### config.mk
export PLATFORM = sky130hd
export DESIGN_NAME = utf8_to_codepoint_decoder_unit
export DESIGN_NICKNAME = d
export VERILOG_FILES = /design/src/sv/u8d_pkg.sv /design/src/sv/u8d_in_stage.sv /design/src/sv/u8d_decode.sv /design/src/sv/u8d_out_stage.sv /design/src/sv/utf8_to_codepoint_decoder_unit.sv
export SDC_FILE = /design/constraint.sdc
export NUM_CORES = 1
export LEC_CHECK = 0
export BUFFER_PORTS_ARGS = -buffer_cell sky130_fd_sc_hd__buf_2
export CAP_MARGIN = 30
export CORE_MARGIN = 5
export CORE_UTILIZATION = 45
export DETAILED_ROUTE_END_ITERATION = 7
export GPL_TIMING_DRIVEN = 0
export PLACE_DENSITY = 0.73
export SYNTH_ARGS = -nofsm -noshare
export SYNTH_HDL_FRONTEND = slang
export SYNTH_SLANG_ARGS = --single-unit
### constraint.sdc
create_clock -name clock -period 2.45 [get_ports clock]
set_input_delay 0 -clock clock [delete_from_list [all_inputs] [get_ports clock]]
set_output_delay 0 -clock clock [all_outputs]
set_load 0.005 [all_outputs]
### src/sv/u8d_pkg.sv
// ----------------------------------------------------------------------------
// u8d_pkg
// Shared types and constants of the utf-8 to code point decoder.
// ----------------------------------------------------------------------------
package u8d_pkg;

   localparam int ByteW  = 8;
   localparam int CpW    = 22;
   localparam int PendW  = 2;
   localparam int RspDataW = ((CpW + 7) / 8) * 8;

   // lead byte thresholds and markers
   localparam logic [ByteW-1:0] AsciiLimit  = 8'h80;
   localparam logic [ByteW-1:0] ThreeLimit  = 8'hE0;
   localparam logic [ByteW-1:0] FourLimit   = 8'hF0;
   localparam logic [ByteW-1:0] TwoMarker   = 8'hC0;
   localparam logic [ByteW-1:0] ThreeMarker = 8'hE0;
   localparam logic [ByteW-1:0] FourMarker  = 8'hF0;
   localparam logic [ByteW-1:0] ContMarker  = 8'h80;

   // continuation bytes still expected after each lead kind
   localparam logic [PendW-1:0] PendNone  = 2'd0;
   localparam logic [PendW-1:0] PendTwo   = 2'd1;
   localparam logic [PendW-1:0] PendThree = 2'd2;
   localparam logic [PendW-1:0] PendFour  = 2'd3;

   typedef struct packed {
      logic [ByteW-1:0] text_byte;
      logic             string_end;
   } req_item_type;

   typedef struct packed {
      logic [CpW-1:0] code_point;
      logic           point_valid;
      logic           string_done;
   } rsp_item_type;

endpackage

### src/sv/u8d_in_stage.sv
// ----------------------------------------------------------------------------
// u8d_in_stage
// Input register: holds one request until the decoder consumes it.
// ----------------------------------------------------------------------------
module u8d_in_stage
   import u8d_pkg::*;
(
   input  logic         clock,
   input  logic         reset,
   input  logic         req_valid,
   output logic         req_ready,
   input  req_item_type req_item,
   input  logic         advance,
   output logic         stage_valid,
   output req_item_type stage_item
);

   logic         valid_ff, valid_in;
   req_item_type item_ff, item_in;
   logic         load;

   // take a new request when empty or when the held one leaves
   assign req_ready = !valid_ff || advance;
   assign load      = req_valid && req_ready;

   always_comb begin
      valid_in = valid_ff;
      item_in  = item_ff;
      if (load) begin
         valid_in = 1'b1;
         item_in  = req_item;
      end else if (advance) begin
         valid_in = 1'b0;
      end
   end

   always_ff @(posedge clock) begin
      if (reset) begin
         valid_ff <= 1'b0;
      end else begin
         valid_ff <= valid_in;
      end
   end

   always_ff @(posedge clock) begin
      item_ff <= item_in;
   end

   assign stage_valid = valid_ff;
   assign stage_item  = item_ff;

endmodule

### src/sv/u8d_decode.sv
// ----------------------------------------------------------------------------
// u8d_decode
// Sequence state and the shift-or decode of one byte.
// ----------------------------------------------------------------------------
module u8d_decode
   import u8d_pkg::*;
(
   input  logic         clock,
   input  logic         reset,
   input  logic         stage_valid,
   input  req_item_type stage_item,
   input  logic         out_free,
   output logic         advance,
   output logic         res_valid,
   output rsp_item_type res_item
);

   logic [PendW-1:0] pending_ff, pending_in;
   logic [CpW-1:0]   partial_ff, partial_in;
   logic [PendW-1:0] pend_next;
   logic [CpW-1:0]   part_next;
   logic [CpW-1:0]   cp;
   logic             complete;
   logic             has_result;
   logic [ByteW-1:0] b;

   assign b = stage_item.text_byte;

   // decode of the held byte against the current sequence
   always_comb begin
      complete  = 1'b0;
      cp        = '0;
      pend_next = pending_ff;
      part_next = partial_ff;
      if (pending_ff == PendNone) begin
         if (b < AsciiLimit) begin
            complete = 1'b1;
            cp       = CpW'(b);
         end else if (b < ThreeLimit) begin
            part_next = CpW'(b ^ TwoMarker);
            pend_next = PendTwo;
         end else if (b < FourLimit) begin
            part_next = CpW'(b ^ ThreeMarker);
            pend_next = PendThree;
         end else begin
            part_next = CpW'(b ^ FourMarker);
            pend_next = PendFour;
         end
      end else begin
         part_next = {partial_ff[CpW-7:0], 6'b0} | CpW'(b ^ ContMarker);
         pend_next = pending_ff - PendW'(1);
         if (pend_next == PendNone) begin
            complete = 1'b1;
            cp       = part_next;
         end
      end
   end

   // a result goes out on a completed character or the string end
   assign has_result = stage_item.string_end || complete;
   assign advance    = stage_valid && (!has_result || out_free);
   assign res_valid  = advance && has_result;

   always_comb begin
      res_item.code_point  = complete ? cp : '0;
      res_item.point_valid = complete;
      res_item.string_done = stage_item.string_end;
   end

   // state update when the byte is consumed
   always_comb begin
      pending_in = pending_ff;
      partial_in = partial_ff;
      if (advance) begin
         if (stage_item.string_end) begin
            pending_in = PendNone;
            partial_in = '0;
         end else if (complete) begin
            pending_in = pend_next;
            partial_in = '0;
         end else begin
            pending_in = pend_next;
            partial_in = part_next;
         end
      end
   end

   always_ff @(posedge clock) begin
      if (reset) begin
         pending_ff <= PendNone;
         partial_ff <= '0;
      end else begin
         pending_ff <= pending_in;
         partial_ff <= partial_in;
      end
   end

endmodule

### src/sv/u8d_out_stage.sv
// ----------------------------------------------------------------------------
// u8d_out_stage
// Result register on the response side.
// ----------------------------------------------------------------------------
module u8d_out_stage
   import u8d_pkg::*;
(
   input  logic         clock,
   input  logic         reset,
   input  logic         res_valid,
   input  rsp_item_type res_item,
   output logic         out_free,
   output logic         rsp_valid,
   input  logic         rsp_ready,
   output rsp_item_type rsp_item
);

   logic         valid_ff, valid_in;
   rsp_item_type item_ff, item_in;

   // register is free when empty or being drained this cycle
   assign out_free = !valid_ff || rsp_ready;

   always_comb begin
      valid_in = valid_ff;
      item_in  = item_ff;
      if (res_valid) begin
         valid_in = 1'b1;
         item_in  = res_item;
      end else if (rsp_ready) begin
         valid_in = 1'b0;
      end
   end

   always_ff @(posedge clock) begin
      if (reset) begin
         valid_ff <= 1'b0;
      end else begin
         valid_ff <= valid_in;
      end
   end

   always_ff @(posedge clock) begin
      item_ff <= item_in;
   end

   assign rsp_valid = valid_ff;
   assign rsp_item  = item_ff;

endmodule

### src/sv/utf8_to_codepoint_decoder_unit.sv
// ----------------------------------------------------------------------------
// utf8_to_codepoint_decoder_unit
// Decodes a utf-8 byte stream into code points, one byte per cycle while no response is stalled.
// ----------------------------------------------------------------------------
// Usage:
//   req channel: one string byte per request in req_tdata, req_tlast high on
//   the final byte of a string.
//   rsp channel: one response per completed character or final byte of a
//   string, just one if both. rsp_tdata carries the code point, rsp_tuser
//   is high when it holds a completed character, rsp_tlast marks the
//   response for the string's final byte (a cut-off sequence gives tuser low
//   and a zero code point).
//   Path: an accepted request is held in the input register, decoded from
//   there and written to the result register once that register is free.
//   Throughput: one request per cycle unless a response is stalled, set by
//   the shift-or update of the sequence state between the two registers.
//   Stall: while rsp_tready is low a held response stays put; bytes that
//   produce no response keep flowing, and one more request is buffered in
//   the input register before req_tready drops.
//   Reset: both registers empty, no sequence in progress.
// ----------------------------------------------------------------------------
module utf8_to_codepoint_decoder_unit
   import u8d_pkg::*;
(
   input  logic                clock,
   input  logic                reset,
   // request
   input  logic                req_tvalid,
   output logic                req_tready,
   input  logic [ByteW-1:0]    req_tdata,   // [7:0] text_byte
   input  logic                req_tlast,   // string_end
   // response
   output logic                rsp_tvalid,
   input  logic                rsp_tready,
   output logic [RspDataW-1:0] rsp_tdata,   // [21:0] code_point, rest zero
   output logic                rsp_tuser,   // point_valid
   output logic                rsp_tlast    // string_done
);

   req_item_type req_item;
   req_item_type stage_item;
   rsp_item_type res_item;
   rsp_item_type rsp_item;
   logic         stage_valid;
   logic         advance;
   logic         out_free;
   logic         res_valid;

   assign req_item.text_byte  = req_tdata;
   assign req_item.string_end = req_tlast;

   // input register
   u8d_in_stage u_in (
      .clock       (clock),
      .reset       (reset),
      .req_valid   (req_tvalid),
      .req_ready   (req_tready),
      .req_item    (req_item),
      .advance     (advance),
      .stage_valid (stage_valid),
      .stage_item  (stage_item)
   );

   // decode and sequence state
   u8d_decode u_dec (
      .clock       (clock),
      .reset       (reset),
      .stage_valid (stage_valid),
      .stage_item  (stage_item),
      .out_free    (out_free),
      .advance     (advance),
      .res_valid   (res_valid),
      .res_item    (res_item)
   );

   // result register
   u8d_out_stage u_out (
      .clock     (clock),
      .reset     (reset),
      .res_valid (res_valid),
      .res_item  (res_item),
      .out_free  (out_free),
      .rsp_valid (rsp_tvalid),
      .rsp_ready (rsp_tready),
      .rsp_item  (rsp_item)
   );

   assign rsp_tdata = RspDataW'(rsp_item.code_point);
   assign rsp_tuser = rsp_item.point_valid;
   assign rsp_tlast = rsp_item.string_done;

endmodule

==> flow_metrics.env, run 1 <==
export IMPL_viasPerCell=4.81
export IMPL_total_congestion_overflow=0
export IMPL_final_layout_size_suffix_gt1_share_pct=27.2
export IMPL_syn_cell_area_um2=2110
export IMPL_cts_tree="done"
export IMPL_final_max_slew_violation_count=0
export IMPL_wl_met1_mm=1.61
export IMPL_cts_buffer_depth=2
export IMPL_drt_first_pass_iters=4
export IMPL_finalWorstSetupSlack_ps=460
export IMPL_dp_worst_setup_slack_ps=465
export IMPL_grt_antenna_before_repair=0
export IMPL_critical_path_class="flop to flop"
export IMPL_grt_setup_unrepaired="no"
export IMPL_ys_types=33
export IMPL_run_status="completed"
export IMPL_cts_root_buffer="clkbuf_8"
export IMPL_yosysSeqAreaShare_pct=65.9
export IMPL_fmax_mhz=503
export IMPL_multi_input_area_um2=654
export IMPL_num_vias=1304
export IMPL_core_um2=4630
export IMPL_io_buffer_count=37
export IMPL_cp_arrival_ps=2010
export IMPL_drt_initial_drc_count=74
export IMPL_clkLatencyLatePin_ps=300
export IMPL_timing_slew_headroom_pct=64.8
export IMPL_fin_util_pct=56.4
export IMPL_power_clock_fraction_pct=33.9
export IMPL_grt_first_pass_wirelength_mm=6.22
export IMPL_die_area_um2=6160
export IMPL_tritoncts_num_buffers=5
export IMPL_die_width_um=78.5
export IMPL_diodes=0
export IMPL_grt_max_degree=19
export IMPL_worst_r2r_startpoint="u_dec.pending_ff[0]"
export IMPL_floorplan_io_pins=41
export IMPL_post_cts_resized_instances=0
export IMPL_synth_avg_cell_area_um2=13.2
export IMPL_number_of_instances_in_the_synthesized_netlist=160
export IMPL_cap_violations=0
export IMPL_critical_path_startpoint_type="flop"
export IMPL_p_sw_share_pct=20.9
export IMPL_detail_route_antenna_nets=0
export IMPL_clock_skew_ps=3.91
export IMPL_die_height_um=78.5
export IMPL_type_of_the_tightest_min_delay_check="input port to flop"
export IMPL_postSynthRegisterBits=53
export IMPL_initial_utilization_pct=45.6
export IMPL_routed_top_layer="met4"
export IMPL_htree_num_levels=2
export IMPL_end_kind="flop"
export IMPL_detail_route_wl_per_cell_um=13.4
export IMPL_ys_warnings_count=0
export IMPL_core_rowCount=25
export IMPL_worst_setup_path_start="u_dec.pending_ff[0]"
export IMPL_clock_sink_count=53
export IMPL_nNetsFinal=229
export IMPL_worst_ir_drop_on_vdd_mv=0.335
export IMPL_path_clk_slew_ps=90
export IMPL_grt_pass1_vias=1289
export IMPL_syn2layout_area_growth_pct=23.5
export IMPL_final_report_hold_violation_count=0
export IMPL_power_frac_comb_pct=7.9
export IMPL_gp_congestion=0.748
export IMPL_design_power_total_mw=1.70
export IMPL_wl_mm=3.63
export IMPL_fill_cells=405
export IMPL_internal_power_mw=1.35
export IMPL_worstPathRequired_ps=2470
export IMPL_final_period_utilization_pct=81.2
export IMPL_dp_final_hpwl_mm=2.52
export IMPL_detailroute_wirelength_met3_um=189
export IMPL_detailed_place_area_um2=2400
export IMPL_met2_wirelength_mm=1.77
export IMPL_cellPowerDensity_nw_per_um2=653
export IMPL_layout_area_seq_um2=1390
export IMPL_leakage_nw=1.00
export IMPL_period_needed_ps=1990
export IMPL_total_switching_power_mw=0.356
export IMPL_post_route_cell_area_um2=2610
export IMPL_remaining_drc_errors=0
export IMPL_critPathMaxFanout=18
export IMPL_setup_viol=0
export IMPL_worst_slew_pin_transition_ps=525
export IMPL_hold_path_startpoint="rsp_tready"
export IMPL_pwr_share_seq_pct=58.2
export IMPL_gr_usage_all_layers_pct=13.1
==> cells in the final DEF, fill, tap and decap left out, types with 4 or more instances in the layout <==
cell type,instances
clkbuf_8,5
dlygate4sd3_1,10
dfxtp_1,20
a22o_1,4
clkbuf_1,4
inv_1,4
mux2i_1,11
buf_2,38
o21ai_0,6
a21oi_1,8
nand2_1,9
and3_1,6
edfxtp_1,33
nand2b_1,12
and2_1,15
==> per-stage QoR <==
| stage | hold slack [ps] | instances | setup TNS [ps] |
|---|---|---|---|
| finish | 52.1 | 271 | 0 |
| global route | 59.2 | 271 | 0 |
| CTS | 47.3 | 271 | 0 |
| detailed placement | 178 | 253 | 0 |
| global placement | 176 | 252 | -9970 |
| floorplan | 98.9 | 161 | 0 |
==> power groups by stage <==
stage / Combinational [mW] / Sequential [mW] / Clock, mW
floorplan: 0.0730 / 1.01 / 0
global placement: 0.114 / 1.01 / 0
detailed placement: 0.122 / 1.01 / 0
CTS: 0.135 / 0.993 / 0.593
global route: 0.147 / 0.998 / 0.639
finish: 0.134 / 0.993 / 0.578
==> Yosys cell counts <==
library cell  count  share of area (%)
nand2b_1         12                3.6
and3_1            6                1.8
a22o_1            4                1.7
o21a_1            2               0.71
buf_6             2                1.1
edfxtp_1         33                 47
o211ai_1          1               0.36
o21ai_0           6                1.4
buf_4             2               0.71
nor3_4            1               0.77
a32o_1            1               0.47
a311oi_1          1               0.41
and2_1           15                4.4
o22ai_4           1               0.95
nand2_1           9                1.6
and2b_1           1               0.36
nor2b_1           1               0.30
a21oi_1           8                1.9
conb_1            1               0.18
nand2b_4          2                1.3
and2_4            1               0.41
o311ai_0          1               0.41
nor3_2            1               0.47
nand3b_1          1               0.36
or2_2             2               0.59
inv_1             4               0.71
dfxtp_1          20                 19
buf_2             1               0.24
or3_1             1               0.30
nor2_1            3               0.53
nand3_1           1               0.24
mux2i_1          11                5.2
clkbuf_1          4               0.71
==> critical path, stage by stage (launching register included) <==
cell      delay (ps)
dfxtp_1          420
nand2b_4         210
and2_4           150
buf_6            120
o21ai_0          120
nor2_2           460
buf_16           220
==> registers in the layout, summed over array words and instances (netlist names) <==
register          flops
u_dec.partial_ff     16
u_dec.pending_ff      2
u_in.stage_item       9
u_in.stage_valid      1
u_out.rsp_item       24
u_out.rsp_valid       1
==> kinds of logic after synthesis <==
kind of cell / count (synthesis) / share of synthesized area (%)
other: 1 / 0.178
AND/OR/NAND/NOR: 57 / 17.0
flip-flops: 53 / 65.9
AO/OA/AOI/OAI: 25 / 8.29
buffers and inverters: 13 / 3.44
multiplexers: 11 / 5.21
==> path summary, 6_finish.rpt <==
path                                to  slack, ps  depth (start not counted)
setup reg to reg    u_out.rsp_item[21]        460                          6
hold reg to reg   u_dec.partial_ff[14]        470                          2
hold / removal         u_out.rsp_valid         50                          3
setup / recovery    u_out.rsp_item[21]        460                          6
==> per-layer routing <==
layer | global-route usage (%) | up-vias
met5 | 0 | -
met4 | 5.07 | 0
met3 | 4.24 | 6
met2 | 20.8 | 37
met1 | 16.5 | 588
li1 | - | 673
==> area by class of cell <==
type	count	area share, %
Buffer	9	2.21
Clock buffer	5	2.64
Clock inverter	3	1.58
Inverter	4	0.576
Multi-Input combinational cell	95	25.1
Sequential cell	53	53.3
Tap cell	54	2.59
Timing Repair Buffer	48	12.0
==> timing repair <==
action / 4_1_cts / 5_1_grt
endpoints found under the setup margin: 0 / 0
hold buffers: 10 / 0
setup buffers: 0 / 0
endpoints found under the hold margin: 10 / 0
(Power assumes the default switching activity.)
==> run 2: changes to the inputs <==
- ABC_AREA: not set -> 1
- clock period: 2.45 -> 1.7 ns (I/O delays scaled with it)
==> run 2 against run 1 <==
Clock-buffer cell count is 2 higher. Clock skew is 5.0 ps higher. Utilization is 3.6 points higher. Critical path type unchanged. Largest power group unchanged.
==> flow_metrics.env, run 2 <==
export IMPL_viasPerCell=4.84
export IMPL_path_clk_slew_ps=90
export IMPL_worstPathRequired_ps=1710
export IMPL_cp_common_cell="nand2_4"
export IMPL_ys_types=21
export IMPL_core_rowCount=24
export IMPL_fill_cells=380
export IMPL_synth_top_cells_by_count="nor2_1, edfxtp_1, inv_1, nand2_1, dfxtp_1"
export IMPL_grt_max_degree=16
export IMPL_critical_path_startpoint_type="flop"
export IMPL_diodes=0
export IMPL_period_needed_ps=1600
export IMPL_clkLatencyLatePin_ps=300
export IMPL_cp_arrival_ps=1620
export IMPL_gr_usage_all_layers_pct=13.8
export IMPL_total_congestion_overflow=0
export IMPL_die_width_um=78.3
export IMPL_yosysSeqAreaShare_pct=66.3
export IMPL_async_set_reset_flop_share_out_of_synthesis_pct=0
export IMPL_die_height_um=78.3
export IMPL_clock_skew_ps=8.88
export IMPL_core_um2=4440
export IMPL_synth_largest_type_area_fraction_pct=47.2
export IMPL_max_reg_flops=24
export IMPL_post_synth_top_count_cell="nor2_1"
export IMPL_cts_tree="done"
export IMPL_worst_ir_drop_on_vdd_mv=0.734
export IMPL_final_max_slew_violation_count=0
export IMPL_grt_first_pass_wirelength_mm=6.64
export IMPL_wl_mm=3.90
export IMPL_leakage_nw=1.10
export IMPL_postSynthRegisterBits=53
export IMPL_cts_root_buffer="clkbuf_8"
export IMPL_synthTopCellsByArea="edfxtp_1, dfxtp_1, nor2_1, inv_1, nand2_1"
export IMPL_floorplan_io_pins=41
export IMPL_grt_setup_unrepaired="no"
export IMPL_synth_avg_cell_area_um2=10.1
export IMPL_layout_cells_most_common="nor2_1"
export IMPL_drt_first_pass_iters=4
export IMPL_cts_buffer_depth=2
export IMPL_detail_route_antenna_nets=0
export IMPL_critPathMaxFanout=9
export IMPL_htree_num_levels=2
export IMPL_grt_antenna_before_repair=0
export IMPL_critical_path_class="flop to flop"
export IMPL_gp_congestion=0.814
export IMPL_number_of_instances_in_the_synthesized_netlist=207
export IMPL_synth_top_flop_cell="edfxtp_1"
export IMPL_cap_violations=0
export IMPL_hold_ws_ps=64.5
export IMPL_nNetsFinal=284
export IMPL_io_buffer_count=37
export IMPL_cp_slowest_cell="dfxtp_2"
export IMPL_remaining_drc_errors=0
export IMPL_run_status="completed"
export IMPL_layout_common_cells="nor2_1, buf_2, edfxtp_1"
export IMPL_worst_path_largest_cell_delay_ps=380
export IMPL_grt_pass1_vias=1484
export IMPL_synth_largest_area_cell="edfxtp_1"
export IMPL_detail_route_wl_per_cell_um=12.0
export IMPL_setup_viol=0
export IMPL_num_vias=1567
export IMPL_drt_initial_drc_count=107
export IMPL_end_kind="flop"
export IMPL_final_layout_size_suffix_gt1_share_pct=26.5
export IMPL_die_area_um2=6130
export IMPL_dp_final_hpwl_mm=2.51
export IMPL_type_of_the_tightest_min_delay_check="input port to flop"
export IMPL_worst_path_buf_inv=4
export IMPL_synth_edf_count=33
export IMPL_cellPowerDensity_nw_per_um2=967
export IMPL_final_report_hold_violation_count=0
export IMPL_critPathTopFamily="simple AND/OR/NAND/NOR gates"
export IMPL_tritoncts_num_buffers=5
export IMPL_ys_warnings_count=0
export IMPL_syn2layout_area_growth_pct=27.0
export IMPL_design_power_total_mw=2.58
export IMPL_fmax_mhz=623
export IMPL_critical_path_cell_chain="inv_2 > nand2_4 > nand3_4 > nand2_4 > nand2_4 > inv_2 > nand2_4 > clkinvlp_4 > buf_4"
export IMPL_initial_utilization_pct=47.2
export IMPL_clock_sink_count=53
export IMPL_syn_cell_area_um2=2100
export IMPL_final_period_utilization_pct=94.4
==> run 2: area by class of cell <==
type	count	area [µm²]	area share (%)
Sequential cell	53	1390	52.3
Multi-Input combinational cell	115	543	20.4
Timing Repair Buffer	55	358	13.4
Inverter	31	120	4.51
Clock buffer	7	86.3	3.24
Tap cell	52	65.1	2.44
Buffer	9	61.3	2.30
Clock inverter	1	30.0	1.13
Timing Repair inverter	1	7.51	0.282
==> run 2: kinds of logic (layout without fill, tap and decap cells) <==
kind of cell    Yosys count  in the layout  synth area share, %
other cells               1              2                0.179
compound gates           31             31                 7.75
flops                    53             53                 66.3
buf+inv                  40            104                 8.47
simple gates             82             82                 17.3
==> run 2: timing repair <==
| action | in CTS | in global routing |
|---|---|---|
| pin swaps | 0 | 1 |
| resized for setup | 2 | 5 |
| endpoints found under the hold margin | 10 | 0 |
| hold buffers | 10 | 0 |
| endpoints found under the setup margin | 24 | 33 |
| cloned | 1 | 0 |
| buffers inserted | 3 | 5 |
==> run 2: tightest hold or removal path, stage by stage <==
cell and delay, ps:
buf_2 80, nor2_1 70, a21oi_1 130, nor2_1 40
==> run 2: final timing paths <==
kind | depth (start not counted) | start | slack (ps) | endpoint
worst max-delay path | 9 | u_dec.pending_ff[1] | 100 | u_out.rsp_item[17]
worst min-delay path | 4 | rsp_tready | 60 | u_out.rsp_valid
worst max register to register | 9 | u_dec.pending_ff[1] | 100 | u_out.rsp_item[17]
worst min register to register | 2 | u_dec.partial_ff[13] | 460 | u_dec.partial_ff[13]
==> run 2: stage by stage <==
stage / area, µm² / util [%] / worst slack (ps) / std cells / setup TNS, ps
after detailed placement: 2360 / 53.0 / -308 / 297 / -7380
after global placement: 2360 / 53.0 / -238 / 297 / -5690
after CTS: 2620 / 58.9 / 34.3 / 319 / 0
after global routing: 2670 / 60.0 / 9.35 / 324 / 0
after floorplan: 2110 / - / 9.10 / 208 / 0
final: 2670 / 60.0 / 95.2 / 324 / 0
==> run 2: metal layers <==
layer	vias up	share of wire (%)	track usage, %
met2	52	51	24.3
li1	795	-	-
met4	0	0.69	4.20
met1	716	42	16.7
met5	-	0	0
met3	4	6.1	3.20
==> run 2: power by group <==
part,internal (mW),switching (mW),total (mW)
sequential,1.43,0.0268,1.46
clock,0.480,0.375,0.855
combinational,0.113,0.152,0.265
total,2.02,0.555,2.58
